===== config.mk =====
export PLATFORM = sky130hd
export DESIGN_NAME = cll_cell_calc
export DESIGN_NICKNAME = d
export VERILOG_FILES = /design/src/rtl/core/cll_pkg.sv /design/src/rtl/core/cll_cell_calc.sv
export SDC_FILE = /design/constraint.sdc
export NUM_CORES = 2
export LEC_CHECK = 0
export BUFFER_PORTS_ARGS = -buffer_cell sky130_fd_sc_hd__buf_2
export CAP_MARGIN = 40
export CORE_UTILIZATION = 35
export DETAILED_ROUTE_END_ITERATION = 16
export GPL_ROUTABILITY_DRIVEN = 0
export PLACE_DENSITY = 0.5
export REMOVE_ABC_BUFFERS = 1
export SETUP_SLACK_MARGIN = 0.15
export SKIP_LAST_GASP = 1
export SLEW_MARGIN = 20
export SYNTH_ARGS = -nofsm -noshare
export SYNTH_HDL_FRONTEND = slang
export SYNTH_SLANG_ARGS = --single-unit

===== constraint.sdc =====
create_clock -name clock -period 11.8 [get_ports clock]
set_input_delay 2.36 -clock clock [delete_from_list [all_inputs] [get_ports clock]]
set_output_delay 2.36 -clock clock [all_outputs]
set_load 0.03 [all_outputs]

===== src/rtl/core/cll_pkg.sv =====
// Shared constants, types and helpers of the cell lattice neighbor list
package cll_pkg;
   localparam int MAX_PARTICLES = 1024;
   localparam int GRID_X = 64;
   localparam int GRID_Y = 64;
   localparam int MAX_REACH = 2;

   localparam int IDX_W = $clog2(MAX_PARTICLES);
   localparam int CX_W = (GRID_X > 1) ? $clog2(GRID_X) : 1;
   localparam int CY_W = (GRID_Y > 1) ? $clog2(GRID_Y) : 1;
   localparam int NX_W = $clog2(GRID_X + 1);
   localparam int NY_W = $clog2(GRID_Y + 1);
   localparam int GRID_DEPTH = GRID_X * GRID_Y;
   localparam int GA_W = $clog2(GRID_DEPTH);
   localparam int R_W = $clog2(MAX_REACH + 1);
   localparam int OFF_W = $clog2(2 * MAX_REACH + 1);

   localparam int POS_W = 24;
   localparam int INV_W = 16;
   localparam int BOX_W = 23;
   localparam int CELLS_W = 7;
   localparam int REACH_W = 2;
   localparam int CSR_IDX_W = 3;
   localparam int CSR_DATA_W = 23;
   localparam int FRAC_W = 20;
   localparam int PROD_W = (POS_W - 1) + INV_W;
   localparam int CELL_W = PROD_W - FRAC_W;

   typedef enum logic [1:0] {
      KIND_CLEAR = 2'd0,
      KIND_PLACE = 2'd1,
      KIND_QUERY = 2'd2,
      KIND_CHECK = 2'd3
   } kind_type;

   typedef enum logic [CSR_IDX_W-1:0] {
      CSR_INV_CELL = 3'd0,
      CSR_BOX_X    = 3'd1,
      CSR_BOX_Y    = 3'd2,
      CSR_CELLS_X  = 3'd3,
      CSR_CELLS_Y  = 3'd4,
      CSR_REACH    = 3'd5
   } csr_index_type;

   typedef enum logic [3:0] {
      ST_SWEEP, ST_IDLE, ST_MUL, ST_EVAL, ST_CHK, ST_QRD,
      ST_QLOAD, ST_QMOD, ST_QSET, ST_QISS, ST_QLOOK, ST_FLUSH
   } state_type;

   typedef struct packed {
      logic             valid;
      logic [IDX_W-1:0] idx;
   } grid_entry_type;

   typedef struct packed {
      logic [CX_W-1:0] cx;
      logic [CY_W-1:0] cy;
      logic            inbox;
   } pcell_entry_type;

   typedef struct packed {
      logic [CX_W-1:0] cx;
      logic [CY_W-1:0] cy;
      logic            in_range;
      logic            in_box;
   } cell_info_type;

   function automatic logic [GA_W-1:0] grid_addr(input logic [CX_W-1:0] cx,
                                                 input logic [CY_W-1:0] cy);
      grid_addr = GA_W'(cx) * GA_W'(GRID_Y) + GA_W'(cy);
   endfunction
endpackage


===== src/rtl/core/cll_cell_calc.sv =====
// Registered position-to-cell multiply and range evaluation
module cll_cell_calc import cll_pkg::*; (
   input  logic                      clock,
   input  logic signed [POS_W-1:0]   pos_x,
   input  logic signed [POS_W-1:0]   pos_y,
   input  logic [INV_W-1:0]          inv_cell,
   input  logic [NX_W-1:0]           nx,
   input  logic [NY_W-1:0]           ny,
   input  logic [BOX_W-1:0]          box_x,
   input  logic [BOX_W-1:0]          box_y,
   output cell_info_type             info
);
   logic [PROD_W-1:0] prod_x_ff, prod_y_ff;
   logic              neg_x_ff, neg_y_ff, box_ok_ff;
   logic [CELL_W-1:0] cell_x, cell_y;

   always_ff @(posedge clock) begin
      prod_x_ff <= PROD_W'(pos_x[POS_W-2:0]) * PROD_W'(inv_cell);
      prod_y_ff <= PROD_W'(pos_y[POS_W-2:0]) * PROD_W'(inv_cell);
      neg_x_ff  <= pos_x[POS_W-1];
      neg_y_ff  <= pos_y[POS_W-1];
      box_ok_ff <= (pos_x[POS_W-2:0] < box_x) && (pos_y[POS_W-2:0] < box_y);
   end

   always_comb begin
      cell_x = prod_x_ff[PROD_W-1:FRAC_W];
      cell_y = prod_y_ff[PROD_W-1:FRAC_W];
      info.cx = cell_x[CX_W-1:0];
      info.cy = cell_y[CY_W-1:0];
      info.in_range = !neg_x_ff && !neg_y_ff &&
                      (cell_x < CELL_W'(nx)) && (cell_y < CELL_W'(ny));
      info.in_box = box_ok_ff;
   end
endmodule


==> out/metrics.csv <==
metric,value,unit
status,"finished, final reports clean",
hp-start,pos_x[23],
cts_resized,0,
gr-usage-met3,2.09,%
hp-class,input pin to register,
fillers,7241,
busiest_layer,met2,
synth-simple-area-share,16.7,%
maxSlewHeadroom,38.6,%
gr-usage-met1,25.7,%
clockRootBuffer,clkbuf_16,
synthArstFlopShare,0,%
synthesis.area,24800,um2
netlist_instances,2827,
fp.dieH,268,um
drt-total-wl,66100,um
final_nets,3829,
avgViaCountPerCell,4.78,
gr-total-overflow,0,
grtUsageTotal,19.6,%
clk_pin_slew_worst_paths,70,ps
fin_crit,9080,ps
worst_slew_pin_slew,921,ps
synth_xor_area_share,1.52,%
dr.pass1.iters,5,
die_w,268,um
final_cell_mix,"inv_1, fa_1, nand2_1",
finalMaxSlewViolations,0,
cts_tree,done,
min_to,neg_x_ff$_DFF_P_,
synth.mux.area_fraction,0,%
synth-main-ff-cell,dfxtp_1,
drive_gt1_share,6.03,%
cts-hold-fix-buffers,0,
grt_pass1_vias,20243,
startpoint_type,input pin,
post-dp-hpwl,52400,um
h-tree-depth,2,
drt_iter0_markers,818,
period_share,77.0,%
numCtsBuffers,5,
critPathCaptureType,register,
synth_seq_area_share,3.31,%
grt_pass1_wl,109000,um
dieArea,71900,um2
crit_required,12040,ps
syn_to_final_growth,6.45,%
antenna_found_initial,6,
synth_top_family_by_area,adder cells,
ant_nets,0,
grt_max_degree,47,
rows,97,
rsz0062_at_grt,no,
drc,0,
min_delay_path_depth,1,
synthAdderAreaFrac,60.7,%
mostFrequentLayoutCell,inv_1,
fin_util,37.7,%
yosys_warnings,0,
synth_seq_cells,41,
post_cts_buffers,0,
path_max_fanout,28,
syn_avg_cell_area,8.77,um2
synth_cell_type_count,56,
ios,139,
cts.sinks,41,
synth_compound_area_share,4.34,%
coreArea,70000,um2
wl_per_cell,17.4,um
cp.arrival,9320,ps
synth-edff-count,0,
met2_usage,34.4,%
setup_viol,0,
io_buffers,138,
crit_type,input pin to register,
setup_tns,0,ps
max_cap_violations,0,
fmax,0.110,GHz
dr_total_vias,18120,
cts_buffer_depth,2,
initial_core_util,35.4,%
hold_viol_final,0,
## cell families after synthesis
logic type                 after synthesis
buffers and inverters                  869
and+or+nand+nor                        855
adders and majority gates              854
AOI/OAI and AO/OA                      165
xor gates and xnor gates                43
DFF                                     41
## critical path, stage by stage
cell	delay, ps
buf_2	520
buf_4	400
nand2_1	120
fa_1	550
inv_1	50
fa_1	480
inv_1	60
fa_1	510
inv_1	60
fa_1	480
fa_1	480
inv_1	50
fa_1	470
inv_1	40
ha_1	310
a21oi_1	140
o21ai_0	120
a311oi_1	630
a2111oi_1	260
buf_4	220
o21ai_0	260
o21ai_1	190
o22a_1	220
a21oi_1	180
xnor2_1	140
## sequential cells by signal (all words and copies together) (netlist names)
register and count:
prod_y_ff 19, neg_y_ff 1, prod_x_ff 19, box_ok_ff 1
neg_x_ff 1
## routing by layer
metal / wire [um] / up-vias
met4: 1420 / 8
met3: 3140 / 68
li1: - / 8253
met1: 28900 / 9369
met5: 46 / -
met2: 32600 / 422
## stage by stage
stage / hold slack (ps) / worst slack, ps / cells / cell area (um2)
floorplan: 2390 / 4100 / 2687 / 24200
detailed placement: 2470 / 2430 / 3783 / 26200
global placement: 2470 / 2430 / 3783 / 26200
finish: 2150 / 2720 / 3792 / 26400
CTS: 2140 / 2740 / 3791 / 26400
global route: 2140 / 2390 / 3792 / 26400
## Yosys cell counts (5+ instances only)
library cell,instances,share of area (%)
a21oi_1,58,1.2
o21ai_0,23,0.46
inv_1,729,11
o21a_1,6,0.18
a211oi_1,5,0.15
dfxtp_1,41,3.3
nor2b_1,10,0.25
buf_4,13,0.39
nor4_1,8,0.20
clkbuf_1,124,1.9
and2_1,301,7.6
a21o_1,38,1.2
fa_1,582,47
xnor2_1,29,1.0
and3_1,5,0.13
xor2_1,14,0.49
nor3_1,6,0.12
ha_1,272,14
nand2b_1,10,0.25
nor2_1,21,0.32
nand4_1,20,0.50
nand3_1,6,0.12
nand2_1,459,6.9
## layout make-up
cell class	instances	area, um2	share of cell area, %
multi-input combinational	1917	20700	78.3
timing repair buffer	156	826	3.13
inverter	729	2740	10.4
clock buffer	5	125	0.474
antenna	1	2.50	0.00948
tap	940	1180	4.46
clock inverter	3	46.3	0.175
sequential	41	821	3.11
## how the worst max path moves through the flow
stage | to | start | slack, ps
4_1_cts | prod_x_ff[38]$_DFF_P_ | inv_cell[4] | 2740
6_report | prod_x_ff[38]$_DFF_P_ | inv_cell[4] | 2720
3_3_place_gp | prod_x_ff[38]$_DFF_P_ | inv_cell[4] | 2430
3_5_place_dp | prod_x_ff[38]$_DFF_P_ | inv_cell[4] | 2430
2_1_floorplan | prod_y_ff[36]$_DFF_P_ | pos_y[13] | 4100
5_1_grt | prod_x_ff[38]$_DFF_P_ | inv_cell[4] | 2390
Power is not shown: default switching activity piles up to over one toggle a cycle in this logic, so the estimate is an artifact.
